$ cat src/hw/rtl/mrbq_pkg.sv
// ----------------------------------------------------------------------------
// mrbq_pkg
// Shared constants, types and helpers of the multi-reader broadcast queue.
// ----------------------------------------------------------------------------
package mrbq_pkg;

    localparam int DEPTH   = 16;
    localparam int READERS = 2;

    localparam int IDX_W  = $clog2(DEPTH);
    localparam int CNT_W  = $clog2(DEPTH + 1);
    localparam int RD_W   = (READERS > 1) ? $clog2(READERS) : 1;
    localparam int CMD_W  = 1;
    localparam int RDR_W  = 1;
    localparam int ID_W   = 16;
    localparam int VAL_W  = 64;
    localparam int STP_W  = 64;
    localparam int ST_W   = 2;
    localparam int OCC_W  = 5;
    localparam int REC_W  = ID_W + VAL_W + STP_W;

    localparam logic [CMD_W-1:0] CMD_INSERT = 1'b0;
    localparam logic [CMD_W-1:0] CMD_POP    = 1'b1;

    localparam logic [ST_W-1:0] ST_OK    = 2'd0;
    localparam logic [ST_W-1:0] ST_EMPTY = 2'd1;
    localparam logic [ST_W-1:0] ST_FULL  = 2'd2;

    typedef logic [IDX_W-1:0]   t_idx;
    typedef logic [CNT_W-1:0]   t_cnt;
    typedef logic [READERS-1:0] t_marks;

    typedef enum logic [1:0] {
        S_IDLE,
        S_READ,
        S_RESP
    } t_state;

    typedef struct packed {
        logic            insert;
        logic            pop;
        logic            ld_meta;
        logic            ld_data;
        logic [ST_W-1:0] status;
    } t_ctrl_cmd;

    typedef struct packed {
        logic full;
        logic no_data;
    } t_dp_stat;

    function automatic t_idx next_slot(input t_idx slot);
        return (slot == IDX_W'(DEPTH - 1)) ? '0 : slot + 1'b1;
    endfunction

endpackage

$ cat src/hw/rtl/multi_reader_broadcast_queue_unit.sv
// ----------------------------------------------------------------------------
// multi_reader_broadcast_queue_unit
// Ring of sensor records that every reader must read before it is freed.
// ----------------------------------------------------------------------------
// Request channel (i_valid/o_ready): i_cmd selects insert or pop; an insert
// carries sensor id, value and stamp, a pop names i_reader.
// Result channel (o_valid/i_ready): status, popped record (zero unless a
// pop succeeds) and the occupancy after the request.
// One request is in flight at a time. An insert or an empty pop presents its
// result in the cycle after the transfer; a successful pop passes through
// S_READ first, the registered read of the record RAM. The next request
// is taken in the cycle after the result transfer.
// A stalled receiver holds the result and keeps o_ready low.
// Reset clears the ring pointers, reader positions and read marks; the
// block takes requests in the first cycle after reset. Record RAM
// contents are not cleared and are only read after being written.
// ----------------------------------------------------------------------------
module multi_reader_broadcast_queue_unit (
    input  logic                       i_clk,
    input  logic                       i_rst_n,
    input  logic                       i_valid,
    output logic                       o_ready,
    input  logic [mrbq_pkg::CMD_W-1:0] i_cmd,
    input  logic [mrbq_pkg::RDR_W-1:0] i_reader,
    input  logic [mrbq_pkg::ID_W-1:0]  i_sensor_id,
    input  logic [mrbq_pkg::VAL_W-1:0] i_value_bits,
    input  logic [mrbq_pkg::STP_W-1:0] i_stamp,
    output logic                       o_valid,
    input  logic                       i_ready,
    output logic [mrbq_pkg::ST_W-1:0]  o_status,
    output logic [mrbq_pkg::ID_W-1:0]  o_out_sensor_id,
    output logic [mrbq_pkg::VAL_W-1:0] o_out_value_bits,
    output logic [mrbq_pkg::STP_W-1:0] o_out_stamp,
    output logic [mrbq_pkg::OCC_W-1:0] o_occupancy
);
    import mrbq_pkg::*;

    t_ctrl_cmd cmd_ctl;
    t_dp_stat  dp_stat;

    mrbq_ctrl u_ctrl (
        .i_clk     (i_clk),
        .i_rst_n   (i_rst_n),
        .i_valid   (i_valid),
        .o_ready   (o_ready),
        .i_cmd     (i_cmd),
        .o_valid   (o_valid),
        .i_ready   (i_ready),
        .i_stat    (dp_stat),
        .o_cmd_ctl (cmd_ctl)
    );

    mrbq_datapath u_dp (
        .i_clk            (i_clk),
        .i_rst_n          (i_rst_n),
        .i_cmd_ctl        (cmd_ctl),
        .o_stat           (dp_stat),
        .i_reader         (i_reader),
        .i_sensor_id      (i_sensor_id),
        .i_value_bits     (i_value_bits),
        .i_stamp          (i_stamp),
        .o_status         (o_status),
        .o_out_sensor_id  (o_out_sensor_id),
        .o_out_value_bits (o_out_value_bits),
        .o_out_stamp      (o_out_stamp),
        .o_occupancy      (o_occupancy)
    );

endmodule

$ cat src/hw/rtl/mrbq_ram.sv
// ----------------------------------------------------------------------------
// mrbq_ram
// Generic single-write, single-read RAM with registered read data.
// ----------------------------------------------------------------------------
module mrbq_ram #(
    parameter int WIDTH = 8,
    parameter int DEPTH = 16
) (
    input  logic                     i_clk,
    input  logic                     i_we,
    input  logic [$clog2(DEPTH)-1:0] i_waddr,
    input  logic [WIDTH-1:0]         i_wdata,
    input  logic                     i_re,
    input  logic [$clog2(DEPTH)-1:0] i_raddr,
    output logic [WIDTH-1:0]         o_rdata
);

    logic [WIDTH-1:0] r_mem [DEPTH];
    logic [WIDTH-1:0] r_rdata;

    always_ff @(posedge i_clk) begin
        if (i_we) begin
            r_mem[i_waddr] <= i_wdata;
        end
        if (i_re) begin
            r_rdata <= r_mem[i_raddr];
        end
    end

    assign o_rdata = r_rdata;

endmodule

$ cat src/hw/rtl/mrbq_datapath.sv
// ----------------------------------------------------------------------------
// mrbq_datapath
// Record store, read marks, ring and reader pointers, result register.
// ----------------------------------------------------------------------------
module mrbq_datapath (
    input  logic                        i_clk,
    input  logic                        i_rst_n,
    input  mrbq_pkg::t_ctrl_cmd         i_cmd_ctl,
    output mrbq_pkg::t_dp_stat          o_stat,
    input  logic [mrbq_pkg::RDR_W-1:0]  i_reader,
    input  logic [mrbq_pkg::ID_W-1:0]   i_sensor_id,
    input  logic [mrbq_pkg::VAL_W-1:0]  i_value_bits,
    input  logic [mrbq_pkg::STP_W-1:0]  i_stamp,
    output logic [mrbq_pkg::ST_W-1:0]   o_status,
    output logic [mrbq_pkg::ID_W-1:0]   o_out_sensor_id,
    output logic [mrbq_pkg::VAL_W-1:0]  o_out_value_bits,
    output logic [mrbq_pkg::STP_W-1:0]  o_out_stamp,
    output logic [mrbq_pkg::OCC_W-1:0]  o_occupancy
);
    import mrbq_pkg::*;

    localparam int SUM_W = CNT_W + 1;

    t_marks r_marks [DEPTH];
    t_idx   r_oldest, n_oldest;
    t_cnt   r_count, n_count;
    t_idx   r_pos    [READERS];
    t_cnt   r_unread [READERS];

    logic [ST_W-1:0]  r_status;
    logic [ID_W-1:0]  r_id;
    logic [VAL_W-1:0] r_val;
    logic [STP_W-1:0] r_stp;
    logic [OCC_W-1:0] r_occ;

    logic [RD_W-1:0]  rd;
    logic             rd_ok;
    logic [SUM_W-1:0] sum;
    t_idx             slot_ins;
    t_idx             slot_pop;
    t_marks           rd_bit;
    t_marks           oldest_marks;
    logic             free_oldest;
    logic [REC_W-1:0] rec_rd;

    assign rd       = RD_W'(i_reader);
    assign rd_ok    = (32'(i_reader) < READERS);
    assign sum      = SUM_W'(r_oldest) + SUM_W'(r_count);
    assign slot_ins = (sum >= SUM_W'(DEPTH)) ? IDX_W'(sum - SUM_W'(DEPTH)) : IDX_W'(sum);
    assign slot_pop = r_pos[rd];
    assign rd_bit   = t_marks'(1) << rd;

    assign o_stat.full    = (r_count >= CNT_W'(DEPTH));
    assign o_stat.no_data = !rd_ok || (r_unread[rd] == '0);

    always_comb begin
        oldest_marks = r_marks[r_oldest];
        if (slot_pop == r_oldest) begin
            oldest_marks = oldest_marks | rd_bit;
        end
        free_oldest = i_cmd_ctl.pop && (r_count != '0) && (&oldest_marks);
    end

    always_comb begin
        n_oldest = r_oldest;
        n_count  = r_count;
        if (i_cmd_ctl.insert) begin
            n_count = r_count + 1'b1;
        end else if (free_oldest) begin
            n_oldest = next_slot(r_oldest);
            n_count  = r_count - 1'b1;
        end
    end

    always_ff @(posedge i_clk) begin
        if (!i_rst_n) begin
            r_oldest <= '0;
            r_count  <= '0;
            for (int i = 0; i < DEPTH; i++) begin
                r_marks[i] <= '0;
            end
            for (int r = 0; r < READERS; r++) begin
                r_pos[r]    <= '0;
                r_unread[r] <= '0;
            end
        end else begin
            r_oldest <= n_oldest;
            r_count  <= n_count;
            if (i_cmd_ctl.insert) begin
                r_marks[slot_ins] <= '0;
                for (int r = 0; r < READERS; r++) begin
                    r_unread[r] <= r_unread[r] + 1'b1;
                end
            end
            if (i_cmd_ctl.pop) begin
                r_marks[slot_pop] <= r_marks[slot_pop] | rd_bit;
                r_pos[rd]         <= next_slot(slot_pop);
                r_unread[rd]      <= r_unread[rd] - 1'b1;
            end
        end
    end

    mrbq_ram #(
        .WIDTH (REC_W),
        .DEPTH (DEPTH)
    ) u_store (
        .i_clk   (i_clk),
        .i_we    (i_cmd_ctl.insert),
        .i_waddr (slot_ins),
        .i_wdata ({i_sensor_id, i_value_bits, i_stamp}),
        .i_re    (i_cmd_ctl.pop),
        .i_raddr (slot_pop),
        .o_rdata (rec_rd)
    );

    always_ff @(posedge i_clk) begin
        if (i_cmd_ctl.ld_meta) begin
            r_status <= i_cmd_ctl.status;
            r_occ    <= OCC_W'(n_count);
            if (!i_cmd_ctl.pop) begin
                r_id  <= '0;
                r_val <= '0;
                r_stp <= '0;
            end
        end
        if (i_cmd_ctl.ld_data) begin
            {r_id, r_val, r_stp} <= rec_rd;
        end
    end

    assign o_status         = r_status;
    assign o_out_sensor_id  = r_id;
    assign o_out_value_bits = r_val;
    assign o_out_stamp      = r_stp;
    assign o_occupancy      = r_occ;

endmodule

$ cat src/hw/rtl/mrbq_ctrl.sv
// ----------------------------------------------------------------------------
// mrbq_ctrl
// Sequencer: takes a request, waits on a pop's RAM read, presents the result.
// ----------------------------------------------------------------------------
module mrbq_ctrl (
    input  logic                       i_clk,
    input  logic                       i_rst_n,
    input  logic                       i_valid,
    output logic                       o_ready,
    input  logic [mrbq_pkg::CMD_W-1:0] i_cmd,
    output logic                       o_valid,
    input  logic                       i_ready,
    input  mrbq_pkg::t_dp_stat         i_stat,
    output mrbq_pkg::t_ctrl_cmd        o_cmd_ctl
);
    import mrbq_pkg::*;

    t_state r_state, n_state;
    logic   pop_ok;

    assign pop_ok = (i_cmd == CMD_POP) && !i_stat.no_data;

    always_ff @(posedge i_clk) begin
        if (!i_rst_n) begin
            r_state <= S_IDLE;
        end else begin
            r_state <= n_state;
        end
    end

    always_comb begin
        n_state = r_state;
        unique case (r_state)
            S_IDLE: begin
                if (i_valid) begin
                    n_state = pop_ok ? S_READ : S_RESP;
                end
            end
            S_READ: n_state = S_RESP;
            S_RESP: begin
                if (i_ready) begin
                    n_state = S_IDLE;
                end
            end
            default: n_state = S_IDLE;
        endcase
    end

    always_comb begin
        o_ready   = 1'b0;
        o_valid   = 1'b0;
        o_cmd_ctl = '0;
        unique case (r_state)
            S_IDLE: begin
                o_ready           = 1'b1;
                o_cmd_ctl.ld_meta = i_valid;
                if (i_cmd == CMD_INSERT) begin
                    o_cmd_ctl.insert = i_valid && !i_stat.full;
                    o_cmd_ctl.status = i_stat.full ? ST_FULL : ST_OK;
                end else begin
                    o_cmd_ctl.pop    = i_valid && pop_ok;
                    o_cmd_ctl.status = i_stat.no_data ? ST_EMPTY : ST_OK;
                end
            end
            S_READ: o_cmd_ctl.ld_data = 1'b1;
            S_RESP: o_valid = 1'b1;
            default: o_cmd_ctl = '0;
        endcase
    end

endmodule
$ cat config.mk
export PLATFORM = sky130hd
export DESIGN_NAME = multi_reader_broadcast_queue_unit
export DESIGN_NICKNAME = d
export VERILOG_FILES = /design/src/hw/rtl/mrbq_pkg.sv /design/src/hw/rtl/multi_reader_broadcast_queue_unit.sv /design/src/hw/rtl/mrbq_ram.sv /design/src/hw/rtl/mrbq_datapath.sv /design/src/hw/rtl/mrbq_ctrl.sv
export SDC_FILE = /design/constraint.sdc
export NUM_CORES = 2
export LEC_CHECK = 0
export ABC_AREA = 1
export BUFFER_PORTS_ARGS = -buffer_cell sky130_fd_sc_hd__buf_4
export CAP_MARGIN = 20
export CORE_ASPECT_RATIO = 1.5
export CORE_MARGIN = 2
export CORE_UTILIZATION = 45
export DETAILED_ROUTE_END_ITERATION = 16
export GPL_TIMING_DRIVEN = 0
export PLACE_DENSITY = 0.68
export SYNTH_ARGS = -nofsm -noshare
export SYNTH_HDL_FRONTEND = slang
export SYNTH_SLANG_ARGS = --single-unit
$ cat constraint.sdc
create_clock -name i_clk -period 34.2 [get_ports i_clk]
set_input_delay 3.42 -clock i_clk [delete_from_list [all_inputs] [get_ports i_clk]]
set_output_delay 3.42 -clock i_clk [all_outputs]
set_load 0.01 [all_outputs]
==> impl_results.md <==
* Post-CTS setup buffer count at 0
* Total gr overflow at 0
* Yosys Warn Count at 0
* Worst R2R Setup Slack at about 30 ns
* Io pins at between 300 and 400
* Sequential share of the synthesized area at a little under 80%
* Vias in the first global route at between 60000 and 70000
* GRT Overall Usage at approximately 27%
* Largest net degree at the start of global routing at 75
* Area of the multi-input gates at 19900 um2
* Vias at 69200
* CP arrival at between 7 and 8 ns
* Total clock buffers created by CTS at 238
* Final setup viols at 0
* Filler Cell Count at ~18000
* Synth area leaders: edfxtp_1, o21ai_0, nor2_1
* Data required, critical path at ~35 ns
* TritonCTS sink count at around 2700
* TritonCTS clock tree: built
* Fin crit period at 6.46 ns
* Synthesis-to-finish area growth at 16.1%
* Total power at approximately 7.0 mW
* First-pass GRT wire length at ~460000 um
* CTS root buffer: clkbuf_16
* Relative slew slack at 20.1%
* Die ar. at about 230000 um2
* #FFs+latches synth at around 2700
* Die H at ~590 um
* Pre-Repair DR Iteration Count at 7
* VDD IR-drop max at around 0.000056 V
* Mapped Area at 103000 um2
* H-tree levels at 4
* Die X at a little under 400 um
* Status: finished clean
* Period utilization at between 10% and 20%
* R2R Path End: u_dp.u_store.r_mem[10][131]
* Synth area leader: edfxtp_1
* Clock Latency Late Sink at around 0.95 ns
* Post-synth top area share at between 70 and 80%
* Final Hold Viols at 0
* Mean Syn Cell Area at around 14 um2
* Worst setup path start: i_valid
* Worst r2r path cells at 12
* Dpl ws at approximately 27 ns
* Layout cell share with drive strength beyond 1 at a little under an eighth
* Clock slew at reported path FFs at 0.06 ns
* Syn nets at 7691
* Max Freq at 155 MHz
* Starting density of the core at 45.3%
* Hold_ws at 0.529 ns
* RR Startpoint: u_ctrl.r_state[0]
* Post-CTS sizing at 0
* Synth cell types at 41
* Initial DRC count at 9643
* Startpoint Class: input port
* Nets@finish at 8355
* Clk_skew at between 0.09 and 0.1 ns
* Hold_buf cts at 0
* Vias per cell at about 6.1
* Critical Path End: u_dp.u_store.r_mem[10][131]
* GP Congestion at just under 0.9
* Worst Hold Depth at 2
* Core box area at around 230000 um2
* ANT nets after route at 0
* Pins over their slew limit at 0
* RSZ-0062 raised after global routing: false
* WS Path Type: input port to register
* Crit path capture type: register
* Antenna violations before repair at 42
* PnR worst setup slack at 27.74 ns
* Post-Syn Instances at about 7500
* Wirelength per Cell at around 29 um
* Residual DRC at 0
* WL final at roughly 330000 um
* Clock tree buffer depth at 4
* Max Fanout on Critical Path at 23
* Pwr dens at a little under 60 nW/um2
* Port Buf Inserts at 300
* Site Rows at about 210
* DP HPWL at roughly 220000 um
* FF+latch area at 79800 um2
* Max_cap viols at 0
* Fin Setup TNS at 0 ns
* Leak pwr at between 30 and 40 nW
* Worst slew pin tran at approximately 1.2 ns
* Hold crit path type: register to register
==> through the flow <==
stage / instance area (um2) / util (%) / std cells
after CTS: 119000 / 52.6 / 11400
after floorplan: 103000 / - / 7530
after detailed placement: 111000 / 49.2 / 11000
after global placement: 109000 / 48.0 / 10900
after global routing: 119000 / 52.6 / 11400
final: 119000 / 52.6 / 11400
==> worst min-delay path by stage <==
stage	startpoint	endpoint
2_1_floorplan	u_dp.r_oldest[3]	register
3_3_place_gp	u_dp.u_store.o_rdata[40]	u_dp.o_out_stamp[40]
3_5_place_dp	u_dp.u_store.o_rdata[65]	u_dp.o_out_value_bits[1]
4_1_cts	u_dp.u_store.o_rdata[118]	u_dp.o_out_value_bits[54]
5_1_grt	u_dp.u_store.o_rdata[118]	u_dp.o_out_value_bits[54]
6_report	u_dp.u_store.o_rdata[118]	u_dp.o_out_value_bits[54]
==> registers in the layout, indices dropped and copies added, names as in the netlist, named ones only <==
signal / flops
u_dp.u_store.r_mem: 2304
u_dp.u_store.o_rdata: 144
u_dp.o_out_stamp: 64
u_dp.o_out_value_bits: 64
u_dp.r_marks: 32
u_dp.o_out_sensor_id: 16
u_dp.r_unread: 10
u_dp.r_pos: 8
u_dp.o_occupancy: 5
u_dp.r_count: 5
u_dp.r_oldest: 4
u_ctrl.r_state: 2
u_dp.o_status: 2
==> critical path: stages <==
cell and delay, ns:
buf_4 0.08, inv_1 0.05, nor2_4 0.27, inv_2 0.11, nor3_4 0.52, nand3_1 0.50, nor2_4 0.78, buf_16 0.26
buf_12 0.20, buf_12 0.24, buf_12 0.24, buf_12 0.25
==> cell usage after synthesis <==
library cell / count
inv_4: 1
nand3_2: 3
clkinv_1: 1
xnor2_1: 3
buf_8: 1
nand2_1: 240
nand3b_1: 2
fa_1: 1
o2111ai_1: 30
o21ai_1: 96
inv_2: 9
buf_2: 134
buf_6: 6
nand2_4: 2
ha_1: 10
nor2_2: 4
buf_4: 15
nor2_4: 7
o21ai_2: 5
o21ai_4: 1
o21ai_0: 1301
or2_1: 1
nor2_1: 1577
o22ai_1: 661
nor3_4: 1
dfxtp_1: 15
a31oi_1: 1
edfxtp_1: 2649
xor2_1: 9
nor3_1: 5
inv_1: 203
clkbuf_1: 343
buf_1: 9
a221oi_1: 1
or2_2: 5
o211ai_1: 15
nand3_1: 121
a21oi_1: 23
nand2_2: 13
nand4_1: 4
mux2i_1: 2
==> power by group <==
part / internal (mW) / switching [mW]
Clock: 1.50 / 1.20
Sequential: 3.65 / 0.0166
Combinational: 0.157 / 0.451
==> metal layers <==
metal / share of wire [%] / track usage, % / wire length, um / vias up
met4: 6.4 / 15.7 / 21000 / 32
met1: 34 / 32.2 / 110000 / 34100
met3: 11 / 5.78 / 35800 / 1013
met5: 0.064 / 0 / 208 / -
li1: - / - / - / 29300
met2: 49 / 45.7 / 159000 / 4752
==> cell families (layout without fill, tap and decap cells) <==
logic type | Yosys count | count (layout) | synth area share [%]
adders and majority gates | 11 | 11 | 0.141
AOI/OAI and AO/OA | 2134 | 2134 | 11.4
xor gates and xnor gates | 12 | 12 | 0.102
other | 0 | 25 | 0
DFF | 2664 | 2664 | 77.8
muxes | 2 | 2 | 0.0195
buffers and inverters | 722 | 1571 | 2.92
and+or+nand+nor | 1985 | 1985 | 7.59
==> cells in the final DEF, fill, tap and decap left out, drive strengths merged, types with 13 or more instances in the layout <==
| master | n |
|---|---|
| clkinvlp | 13 |
| clkinv | 99 |
| dfxtp | 15 |
| o2111ai | 30 |
| buf | 589 |
| nand2 | 255 |
| o21ai | 1403 |
| o22ai | 661 |
| nor2 | 1588 |
| o211ai | 15 |
| clkbuf | 622 |
| a21oi | 23 |
| inv | 219 |
| nand3 | 124 |
| bufinv | 29 |
| edfxtp | 2649 |
| diode | 25 |
==> layout make-up <==
class | instances | area share (%)
antenna | 25 | 0.0525
clock inverter | 146 | 1.26
buffer | 508 | 1.84
timing repair buffer | 424 | 4.11
sequential | 2664 | 67.0
multi-input combinational | 4144 | 16.7
clock buffer | 279 | 5.16
inverter | 214 | 0.683
tap | 3024 | 3.18
No activity file was read; power rests on OpenSTA's default activity.
